## src/design/dtp_pkg.sv

```systemverilog
package dtp_pkg;

  localparam int unsigned MAX_ELEMENTS = 4096;
  localparam int unsigned CNT_W        = 13;
  localparam int unsigned DBL_W        = 64;
  localparam int unsigned WORD_W       = 32;
  localparam int unsigned TOT_W        = 16;
  localparam int unsigned CFG_IDX_W    = 1;
  localparam int unsigned CFG_DATA_W   = 13;

  typedef enum logic [CFG_IDX_W-1:0] {
    REG_FIVE_BYTE_MODE = 1'b0,
    REG_ELEMENT_COUNT  = 1'b1
  } cfg_reg_t;

  typedef struct packed {
    logic [WORD_W-1:0] packed_word;
    logic              end_of_item;
    logic              end_of_buffer;
    logic [TOT_W-1:0]  byte_total;
  } res_word_t;

  typedef struct packed {
    logic [CNT_W-1:0]  item_position;
    logic [WORD_W-1:0] collect_word;
    logic [TOT_W-1:0]  bytes_emitted;
  } pack_state_t;

  typedef struct packed {
    res_word_t   w0;
    res_word_t   w1;
    logic        two_words;
    pack_state_t state_nxt;
  } gen_result_t;

endpackage

```

## src/design/dtp_if.sv

```systemverilog
interface dtp_in_if;
  import dtp_pkg::*;
  logic             valid;
  logic             ready;
  logic [DBL_W-1:0] double_bits;

  modport source (output valid, output double_bits, input ready);
  modport sink (input valid, input double_bits, output ready);
endinterface

interface dtp_out_if;
  import dtp_pkg::*;
  logic              valid;
  logic              ready;
  logic [WORD_W-1:0] packed_word;
  logic              end_of_item;
  logic              end_of_buffer;
  logic [TOT_W-1:0]  byte_total;

  modport source (output valid, output packed_word, output end_of_item,
                  output end_of_buffer, output byte_total, input ready);
  modport sink (input valid, input packed_word, input end_of_item,
                input end_of_buffer, input byte_total, output ready);
endinterface

```

## src/design/dtp_word_gen.sv

```systemverilog
module dtp_word_gen import dtp_pkg::*; (
  input  logic [DBL_W-1:0] double_bits,
  input  logic             five_byte_mode,
  input  logic [CNT_W-1:0] element_count,
  input  pack_state_t      state,
  output gen_result_t      result
);

  logic [CNT_W-1:0]  count;
  logic [CNT_W-1:0]  full;
  logic              last;
  logic              tail;
  logic [1:0]        slot;
  logic              group_end;
  logic [WORD_W-1:0] hi;
  logic [WORD_W-1:0] lo;
  logic [WORD_W-1:0] field;
  logic [WORD_W-1:0] collect_nxt;
  logic [TOT_W-1:0]  bytes4;
  logic [TOT_W-1:0]  bytes8;

  always_comb begin
    hi = double_bits[DBL_W-1:WORD_W];
    lo = double_bits[WORD_W-1:0];

    if (element_count == '0) begin
      count = CNT_W'(1);
    end else if (element_count > CNT_W'(MAX_ELEMENTS)) begin
      count = CNT_W'(MAX_ELEMENTS);
    end else begin
      count = element_count;
    end

    full = five_byte_mode ? {count[CNT_W-1:2], 2'b00} : {count[CNT_W-1:1], 1'b0};
    last = ({1'b0, state.item_position} + (CNT_W+1)'(1)) >= {1'b0, count};
    tail = state.item_position >= full;
    slot = five_byte_mode ? state.item_position[1:0] : {1'b0, state.item_position[0]};
    group_end = five_byte_mode ? (slot == 2'd3) : slot[0];

    if (five_byte_mode) begin
      field = {lo[31:24], 24'd0} >> {slot, 3'b000};
    end else begin
      field = slot[0] ? {16'd0, lo[31:16]} : {lo[31:16], 16'd0};
    end
    collect_nxt = (slot == 2'd0) ? field : (state.collect_word | field);

    bytes4 = state.bytes_emitted + TOT_W'(4);
    bytes8 = state.bytes_emitted + TOT_W'(8);

    result = '0;
    result.two_words = tail | group_end;
    if (tail) begin
      result.w0.packed_word   = lo;
      result.w1.packed_word   = hi;
      result.w1.end_of_item   = 1'b1;
      result.w1.end_of_buffer = last;
      result.w1.byte_total    = last ? bytes8 : '0;
    end else if (group_end) begin
      result.w0.packed_word   = hi;
      result.w1.packed_word   = collect_nxt;
      result.w1.end_of_item   = 1'b1;
      result.w1.end_of_buffer = last;
      result.w1.byte_total    = last ? bytes8 : '0;
    end else begin
      result.w0.packed_word   = hi;
      result.w0.end_of_item   = 1'b1;
      result.w0.end_of_buffer = last;
      result.w0.byte_total    = last ? bytes4 : '0;
    end

    if (last) begin
      result.state_nxt = '0;
    end else begin
      result.state_nxt.item_position = state.item_position + CNT_W'(1);
      result.state_nxt.collect_word  = tail ? state.collect_word : collect_nxt;
      result.state_nxt.bytes_emitted = result.two_words ? bytes8 : bytes4;
    end
  end

endmodule

```

## src/design/double_truncating_packer.sv

```systemverilog
// Packs a buffer of IEEE doubles into a stream of 32-bit words, truncating
// low mantissa bits. The input channel takes one double per word; the output
// channel gives packed words with end-of-item and end-of-buffer flags, and
// the byte total of the buffer on its final word.
// The configuration port writes the mode bit (index 0) and the element count
// (index 1); the user must write it only while no buffer is in progress, as
// the block itself does not enforce this. An accepted double is turned into
// its one or two output words in the same cycle and held in a two-entry
// output register, so the first word appears in the cycle after acceptance.
// A double that yields one word can be followed by the next in every cycle
// while the receiver is ready; a double at the end of a group or in the tail
// yields two words, and the next double waits until the first has been taken.
// A new double is taken while the last pending word is being delivered.
// When the receiver stalls, the pending words hold and input ready drops as
// soon as a second word would be waiting.
// Synchronous reset clears the buffer position, the collect word, the byte
// count and the output fill count, and restores 6-byte mode with a count of 1.
module double_truncating_packer import dtp_pkg::*; (
  input  logic                  clk,
  input  logic                  rst_n,
  dtp_in_if.sink                in_ch,
  dtp_out_if.source             out_ch,
  input  logic                  cfg_we,
  input  logic [CFG_IDX_W-1:0]  cfg_index,
  input  logic [CFG_DATA_W-1:0] cfg_data
);

  logic             five_byte_mode_r;
  logic [CNT_W-1:0] element_count_r;
  pack_state_t      state_r;
  res_word_t        head_r;
  res_word_t        second_r;
  logic [1:0]       cnt_r;
  logic [1:0]       cnt_nxt;
  gen_result_t      gen;
  logic             in_take;
  logic             out_pop;

  dtp_word_gen u_word_gen (
    .double_bits   (in_ch.double_bits),
    .five_byte_mode(five_byte_mode_r),
    .element_count (element_count_r),
    .state         (state_r),
    .result        (gen)
  );

  assign out_pop      = (cnt_r != 2'd0) && out_ch.ready;
  assign in_ch.ready  = (cnt_r == 2'd0) || ((cnt_r == 2'd1) && out_ch.ready);
  assign in_take      = in_ch.valid && in_ch.ready;

  assign out_ch.valid         = cnt_r != 2'd0;
  assign out_ch.packed_word   = head_r.packed_word;
  assign out_ch.end_of_item   = head_r.end_of_item;
  assign out_ch.end_of_buffer = head_r.end_of_buffer;
  assign out_ch.byte_total    = head_r.byte_total;

  always_comb begin
    cnt_nxt = cnt_r;
    if (in_take) begin
      cnt_nxt = gen.two_words ? 2'd2 : 2'd1;
    end else if (out_pop) begin
      cnt_nxt = cnt_r - 2'd1;
    end
  end

  always_ff @(posedge clk) begin
    if (!rst_n) begin
      five_byte_mode_r <= 1'b0;
      element_count_r  <= CNT_W'(1);
      state_r          <= '0;
      cnt_r            <= 2'd0;
    end else begin
      cnt_r <= cnt_nxt;
      if (in_take) begin
        state_r <= gen.state_nxt;
      end
      if (cfg_we) begin
        case (cfg_reg_t'(cfg_index))
          REG_FIVE_BYTE_MODE: five_byte_mode_r <= cfg_data[0];
          REG_ELEMENT_COUNT:  element_count_r  <= cfg_data[CNT_W-1:0];
          default:            element_count_r  <= element_count_r;
        endcase
      end
    end
  end

  always_ff @(posedge clk) begin
    if (in_take) begin
      head_r   <= gen.w0;
      second_r <= gen.w1;
    end else if (out_pop) begin
      head_r <= second_r;
    end
  end

endmodule

```

## src/flat_wrapper.sv

```systemverilog
// flat-port wrapper written by rule: the top's interface ports become plain ports
module double_truncating_packer_flat import dtp_pkg::*;
  (clk, rst_n, cfg_we, cfg_index, cfg_data, in_ch_valid, in_ch_double_bits, in_ch_ready, out_ch_valid, out_ch_packed_word, out_ch_end_of_item, out_ch_end_of_buffer, out_ch_byte_total, out_ch_ready);
  dtp_in_if in_ch_i ();
  dtp_out_if out_ch_i ();
  input  logic clk;
  input  logic rst_n;
  input  logic cfg_we;
  input  logic [CFG_IDX_W-1:0] cfg_index;
  input  logic [CFG_DATA_W-1:0] cfg_data;
  input wire logic [$bits(in_ch_i.valid)-1:0] in_ch_valid;
  input wire logic [$bits(in_ch_i.double_bits)-1:0] in_ch_double_bits;
  output wire logic [$bits(in_ch_i.ready)-1:0] in_ch_ready;
  output wire logic [$bits(out_ch_i.valid)-1:0] out_ch_valid;
  output wire logic [$bits(out_ch_i.packed_word)-1:0] out_ch_packed_word;
  output wire logic [$bits(out_ch_i.end_of_item)-1:0] out_ch_end_of_item;
  output wire logic [$bits(out_ch_i.end_of_buffer)-1:0] out_ch_end_of_buffer;
  output wire logic [$bits(out_ch_i.byte_total)-1:0] out_ch_byte_total;
  input wire logic [$bits(out_ch_i.ready)-1:0] out_ch_ready;
  assign in_ch_i.valid = in_ch_valid;
  assign in_ch_i.double_bits = in_ch_double_bits;
  assign in_ch_ready = in_ch_i.ready;
  assign out_ch_valid = out_ch_i.valid;
  assign out_ch_packed_word = out_ch_i.packed_word;
  assign out_ch_end_of_item = out_ch_i.end_of_item;
  assign out_ch_end_of_buffer = out_ch_i.end_of_buffer;
  assign out_ch_byte_total = out_ch_i.byte_total;
  assign out_ch_i.ready = out_ch_ready;
  double_truncating_packer u_core (.clk(clk), .rst_n(rst_n), .in_ch(in_ch_i), .out_ch(out_ch_i), .cfg_we(cfg_we), .cfg_index(cfg_index), .cfg_data(cfg_data));
endmodule
```

## config.mk

```make
export PLATFORM = sky130hd
export DESIGN_NAME = double_truncating_packer_flat
export DESIGN_NICKNAME = d
export VERILOG_FILES = /design/src/design/dtp_pkg.sv /design/src/design/dtp_if.sv /design/src/design/dtp_word_gen.sv /design/src/design/double_truncating_packer.sv /design/src/flat_wrapper.sv
export SDC_FILE = /design/constraint.sdc
export NUM_CORES = 1
export LEC_CHECK = 0
export BUFFER_PORTS_ARGS = -buffer_cell sky130_fd_sc_hd__buf_2
export CORE_AREA = 2 2 175 177
export DETAILED_ROUTE_END_ITERATION = 12
export DIE_AREA = 0 0 177 179
export PLACE_DENSITY_LB_ADDON = 0.12
export SLEW_MARGIN = 20
export SYNTH_ARGS = -nofsm -noshare
export SYNTH_HDL_FRONTEND = slang
export SYNTH_SLANG_ARGS = --single-unit
```

## constraint.sdc

```tcl
create_clock -name clk -period 7.25 [get_ports clk]
set_input_delay 0.3625 -clock clk [delete_from_list [all_inputs] [get_ports clk]]
set_output_delay 0.3625 -clock clk [all_outputs]
set_load 0.005 [all_outputs]
```

# [Word-level counts from Yosys, hierarchy flattened]
# Cells that the tools add are included.
[totals] reg_bits=177 out_inout_bits=52 elab_cells=64
[op_classes] n_addsub=5 magnitude_cmp=3 n_eq_ne=3 shift=1 n_mux=23 bitwise=3 reduce_logical=12
[ops] cell="50-bit 2-to-1 mux" n=4
[ops] cell="32-bit 2-to-1 mux" n=5
[ops] cell="61-bit 2-to-1 mux" n=1
[ops] cell="16-bit 2-to-1 mux" n=3
[ops] cell="18-bit 2-to-1 mux" n=2
[ops] cell="32-bit OR" n=1
[ops] cell="32-bit by 5-bit >> shifter with 32-bit output" n=1
[ops] cell="13-bit 2-to-1 mux" n=2
[ops] cell="16-bit by 3-bit adder with 16-bit output (second input constant)" n=1
[ops] cell="16-bit by 4-bit adder with 16-bit output (second input constant)" n=1
[ops] cell="13-bit by 1-bit adder with 14-bit output (second input constant)" n=1
[ops] cell="14-bit by 13-bit >= comparator with 1-bit output" n=1
[ops] cell="13-bit by 1-bit adder with 13-bit output (second input constant)" n=1
[ops] cell="13-bit >= comparator" n=1
[ops] cell="13-bit > comparator (second input constant)" n=1
[ops] cell="13-bit zero test" n=1
[ops] cell="2-bit 2-to-1 mux" n=5
[ops] cell="2-bit AND reduction" n=3
[ops] cell="2-bit zero test" n=2
[ops] cell="2-bit nonzero test" n=2
[ops] cell="1-bit logical AND" n=3
[ops] cell="2-bit by 1-bit equality test with 1-bit output (second input constant)" n=1
[ops] cell="2-bit equality test (second input constant)" n=1
[ops] cell="2-bit != test (second input constant)" n=1
[ops] cell="other kinds (5)" n=5

# [Longest topological paths before layout]
[depth] ltp_word=8 depth_mapped=16

# [By module]
# A second synthesis with hierarchy kept.
[unflattened] cells_unflattened=1145 area_unflattened_um2=10110.9
[by_module_without_submodules] mod="double_truncating_packer" n_inst=1 cells_each=512 area_per_inst_um2=6542.5
[by_module_without_submodules] mod="dtp_word_gen" n_inst=1 cells_each=633 area_per_inst_um2=3568.4

# [Worst setup path before layout]
# OpenSTA, ideal clock, no wires.
[synth_path] path_kind="reg-to-reg" startpoint="register u_core.state_r[48] in the netlist's numbering" endpoint="register u_core.state_r[40] in the netlist's numbering" arrival_time_ps=3462 required_ps=7191 setup_slack_ps=3729 path_stages_with_launch=16 path_buffers=1 synth_period_minus_slack_ps=3521 cell_sequence="dfxtp_1 ha_1 and3_1 and3_1 nand3_1 nor2_1 xor2_1 ha_1 a21oi_1 a21boi_1 o31ai_1 o211ai_1 or4_1 buf_2 nor3_4 a22o_1"
[synth_via] elab_chain_len=7 elab_cells_between_ends=14 cone_classes="add/sub (1); order compare (2); eq/ne (1); shift (1); mux (6); bitwise (1); reduce/logical (2)"
[synth_rtl] item="start: declaration" line_no="double_truncating_packer.sv:30" source="pack_state_t state_r;"
[synth_rtl] item="start signal: assignment" line_no="double_truncating_packer.sv:75" source="state_r <= gen.state_nxt;"
[synth_rtl] item="branches (longest 7 deep; another with 13-bit by 1-bit adder with 14-bit output)"
# Several ways; the timed one is not identified. The select of a mux whose other input is x is not followed.
# A chain may end at the register's enable or synchronous reset.

# [Final worst setup path]
[layout_path] startpoint="register u_core.state_r[48] in the netlist's numbering" endpoint="register u_core.state_r[46] in the netlist's numbering"
# The elaborated chain is that of the path after synthesis.

==> out/metrics.sh <==
HOLD_PATH_CELLS=3
SYNTH_TOP_AREA_SHARE=0.335
CLK_LATENCY_NS=0.43
GRT_START_MAX_NET_PINS=75
GRT_PASS1_VIAS=6759
POSTCTSHOLDBUFS=0
TIMING.FINAL.WS_SETUP_NS=2.41
GRT_ANTENNA_BEFORE_REPAIR=0
MAXSLEWHEADROOM=0.353
PATH_CLK_SLEW_NS=0.07
ENDPOINT_KIND='flop'
DIE_WIDTH_UM=177
DIE-HEIGHT_UM=179
ROWS=64
SETUP_VIOL_COUNT_FINAL=0
CAP_VIOL_MAX_COUNT=0
VIA_PER_INST=4.97
PRE_CTS_WS_NS=2.13
DP.FINAL_HPWL_UM=16500
FULL_DIE_AREA_UM2=31700
HOLD_CLASS='primary input to flop'
REQUIRED_NS=7.62
SWSHARE=0.315
CLOCK_SKEW_NS=0.0148
SYNTH_NETS=1025
INTERNAL_POWER_mW=2.09
SYNTHCELLS=912
P_CLK_FRAC=0.329
OUTCOME='completed'
WORST_R2R_ENDPOINT='u_core.state_r[46]$_SDFFE_PN0P_'
TIMING_WORST_SETUP_PATH_TYPE='flop to flop'
GRT_SETUP_UNREPAIRED='no'
NUM_ANTENNA_CELLS=0
MET1_TRACK_DEMAND_OVER_RESOURCE_IN_GLOBAL_ROUTING=0.231
WORST-R2R-SETUP-SLACK_NS=2.41
CTS_ROOT_BUFFER='clkbuf_16'
SYNTH-SEQ-AREA-SHARE=0.507
POST_SYNTH_TOP_AREA_CELL='edfxtp_1'
POWER.SHARE.SEQUENTIAL=0.437
SYNTH_WARNINGS=0
LAYOUT-AREA-OVERHEAD-VS-SYNTH_PCT=18.6
FMAX_GHz=0.206
WORST_IR_DROP_ON_VDD_V=0.000149
R2R_START='u_core.state_r[48]$_SDFFE_PN0P_'
P_COMB_FRAC=0.234
TRACK_USAGE=0.154
SYNTH_ENABLE_FLOP_CELLS=98
CTS.REPAIR_TIMING.SETUP_BUFFER_COUNT=0
GRT_PASS1_WL_UM=37900
POSTSYNTH.ASYNCRESETSHARE=0
WORSTPATHCELLLIST='ha_1 > and3_1 > and3_1 > nand3_1 > nor2_1 > xor2_1 > ha_1 > a21oi_1 > a21boi_1 > o31ai_1 > o211a_1 > o31ai_1 > a21oi_2 > a22o_1'
HOLD_VIOL_FINAL=0
FIN_HOLD_WS_NS=0.162
POWER_LEAKAGE_nW=3.91
DETAIL_ROUTE.FIRST_PASS.ITERATIONS=5
FINISH.NET_COUNT=1125
CTS_REPAIR_RESIZE_COUNT=0
GRT_OVERFLOW_TOTAL=0
MET3_USAGE=0.0288
GRT.BUSIEST_LAYER='met1'
IOS=135
ANT_NETS=0
BUFFER_PORTS.INSERTED=134
FINAL_CORE_UTIL=0.346
DRIVE_ABOVE_1_SHARE=0.187
SYN_AVG_CELL_AREA_UM2=9.62
CTS_INSERTED_BUFFERS=17
GRT.MET2_USAGE=0.222
ROUTED_WIRE_LENGTH_PER_INSTANCE_UM=17.0
CP.ARRIVAL_NS=5.21
REMAINING_DRC_ERRORS=0
POWER.SWITCHING_uW=964
SYNTHFLOPTYPE='edfxtp_1'
NETLIST_AREA_UM2=8770
HOLDCRITSTARTPOINT='cfg_data[11]'
TOTAL_NUMBER_OF_VIAS=7058
KIND_OF_LAUNCH_POINT_OF_THE_WORST_SETUP_PATH='flop'
REG2REG_DEPTH=14
CORE_AREA_UM2=30000
CTSLONGESTPATHBUFFERS=2
ROUTABILITYCONGESTION=0.750
FINAL.MIN_CLOCK_PERIOD_NS=4.84
SYNTH.AREA.TOP_CELLS='edfxtp_1 (34%), dfxtp_1 (17%), nand2_1 (7.1%)'
WHS_ENDPOINT='u_core.element_count_r[11]$_SDFFE_PN0P_'
POST_ROUTE_FRACTION_OF_THE_PERIOD_CONSUMED_BY_THE_CRITICAL_PATH=0.668
CPPEAKSTAGEDELAY_NS=0.83
SYNTH.DISTINCT_CELLS=66
SETUP_TOTAL_NEGATIVE_SLACK_NS=0
WORST_PIN_SLEW_NS=0.967
TRITONCTS='yes'
START_UTIL=0.292
SLOWEST_STAGE='dfxtp_1'
DRTITER0DRC=574
TOTALWIRELENGTH_UM=24100
CLOCK-SINKS=173
YS_SEQ_ELEMENTS=173
TIMING_MAX_TRANSITION_VIOLATIONS_FINAL=0
CRIT_FANOUT=19
POWER_DENSITY_nW_PER_UM2=294
CTSHTREEMAXLEVEL=4
## layer usage
metal / share of wire / vias up
met3: 0.051 / 19
met4: 0.013 / 0
met1: 0.52 / 3323
met2: 0.41 / 176
li1: - / 3540
met5: 0 / -
## critical path: cells and delay by family, from the launching register on
| family | cells | cell delay [ns] |
|---|---|---|
| xor gates and xnor gates | 1 | 0.21 |
| adders and majority gates | 2 | 0.64 |
| and+or+nand+nor | 4 | 0.90 |
| AOI/OAI and AO/OA | 7 | 2.18 |
| DFF | 1 | 0.83 |
## per-stage QoR
stage / instance area, µm² / power [mW] / instances
6_report: 10400 / 3.06 / 1421
5_1_grt: 10400 / 3.24 / 1421
4_1_cts: 10400 / 3.10 / 1421
3_5_place_dp: 9770 / 2.09 / 1389
3_3_place_gp: 9760 / 2.08 / 1389
2_1_floorplan: 8770 / 1.81 / 912
## placed cells by master (no fill, tap or decap), types with 9 or more instances in the layout
| master | netlist | routed |
|---|---|---|
| a31oi_1 | 13 | 13 |
| clkbuf_16 | 0 | 17 |
| o21ai_0 | 73 | 73 |
| edfxtp_1 | 98 | 98 |
| mux2i_1 | 35 | 35 |
| dfxtp_1 | 75 | 75 |
| nor2_1 | 52 | 51 |
| o31ai_1 | 24 | 24 |
| ha_1 | 30 | 30 |
| nand3_1 | 27 | 27 |
| inv_1 | 12 | 11 |
| a22oi_1 | 9 | 9 |
| xor2_1 | 15 | 15 |
| a22o_1 | 16 | 16 |
| xnor2_1 | 18 | 18 |
| buf_2 | 5 | 134 |
| and3_1 | 9 | 9 |
| a21oi_1 | 67 | 66 |
| nand2_1 | 166 | 165 |
## power by group through the flow
stage                     combinational, mW  sequential [mW]  clock [mW]
after floorplan                       0.464             1.34           0
after global placement                0.724             1.36           0
after detailed placement              0.729             1.36           0
after CTS                             0.730             1.34        1.03
after global routing                  0.815             1.36        1.07
final                                 0.717             1.34        1.01
## cell type report
class / instances / area [µm²]
clock buffers: 18 / 429
clock inverters: 14 / 204
multi-input cells: 660 / 4030
repair buffers: 142 / 731
flip-flops and latches: 173 / 4440
inverters: 18 / 68.8
well taps: 396 / 495
fillers: 3165 / 19600
## cells in the mapped netlist (all sizes together) (3+ instances only)
master,number
o21ai,77
or4,3
inv,17
nand3,27
nor3,4
a221oi,8
mux2i,35
a22oi,9
a211oi,3
a31oi,13
buf,18
nor4,6
nor2b,8
nand2,167
nand4,7
dfxtp,75
and3,9
clkbuf,43
nand3b,3
a21oi,68
o211ai,8
o22ai,8
a21o,3
edfxtp,98
o21bai,3
a22o,16
xor2,15
nor2,54
o2bb2ai,8
o31ai,24
xnor2,18
ha,30
## sequential cells by signal, indices dropped and copies added, names as in the netlist
signal / cells
u_core.five_byte_mode_r: 1
u_core.second_r: 49
u_core.state_r: 59
u_core.out_ch.end_of_buffer: 1
u_core.out_ch.byte_total: 15
u_core.element_count_r: 13
u_core.cnt_r: 2
u_core.out_ch.packed_word: 32
u_core.out_ch.end_of_item: 1
## worst max-delay path by stage
stage                                          from                         endpoint  slack (ns)  cells after the start
floorplan           u_core.state_r[48]$_SDFFE_PN0P_  u_core.state_r[40]$_SDFFE_PN0P_        3.73                     15
global placement    u_core.state_r[48]$_SDFFE_PN0P_  u_core.state_r[40]$_SDFFE_PN0P_        2.20                     14
detailed placement  u_core.state_r[48]$_SDFFE_PN0P_  u_core.state_r[47]$_SDFFE_PN0P_        2.13                     14
CTS                 u_core.state_r[48]$_SDFFE_PN0P_  u_core.state_r[46]$_SDFFE_PN0P_        2.09                     14
global route        u_core.state_r[48]$_SDFFE_PN0P_  u_core.state_r[46]$_SDFFE_PN0P_        1.99                     14
finish              u_core.state_r[48]$_SDFFE_PN0P_  u_core.state_r[46]$_SDFFE_PN0P_        2.41                     14
## logic make-up after synthesis
family | Yosys count | share of synthesized area
DFF | 173 | 0.507
and+or+nand+nor | 299 | 0.152
AOI/OAI and AO/OA | 261 | 0.187
xor gates and xnor gates | 33 | 0.0329
other | 1 | 0.000427
muxes | 36 | 0.0412
adders and majority gates | 30 | 0.0428
buffers and inverters | 79 | 0.0362
(Power assumes the default switching activity.)
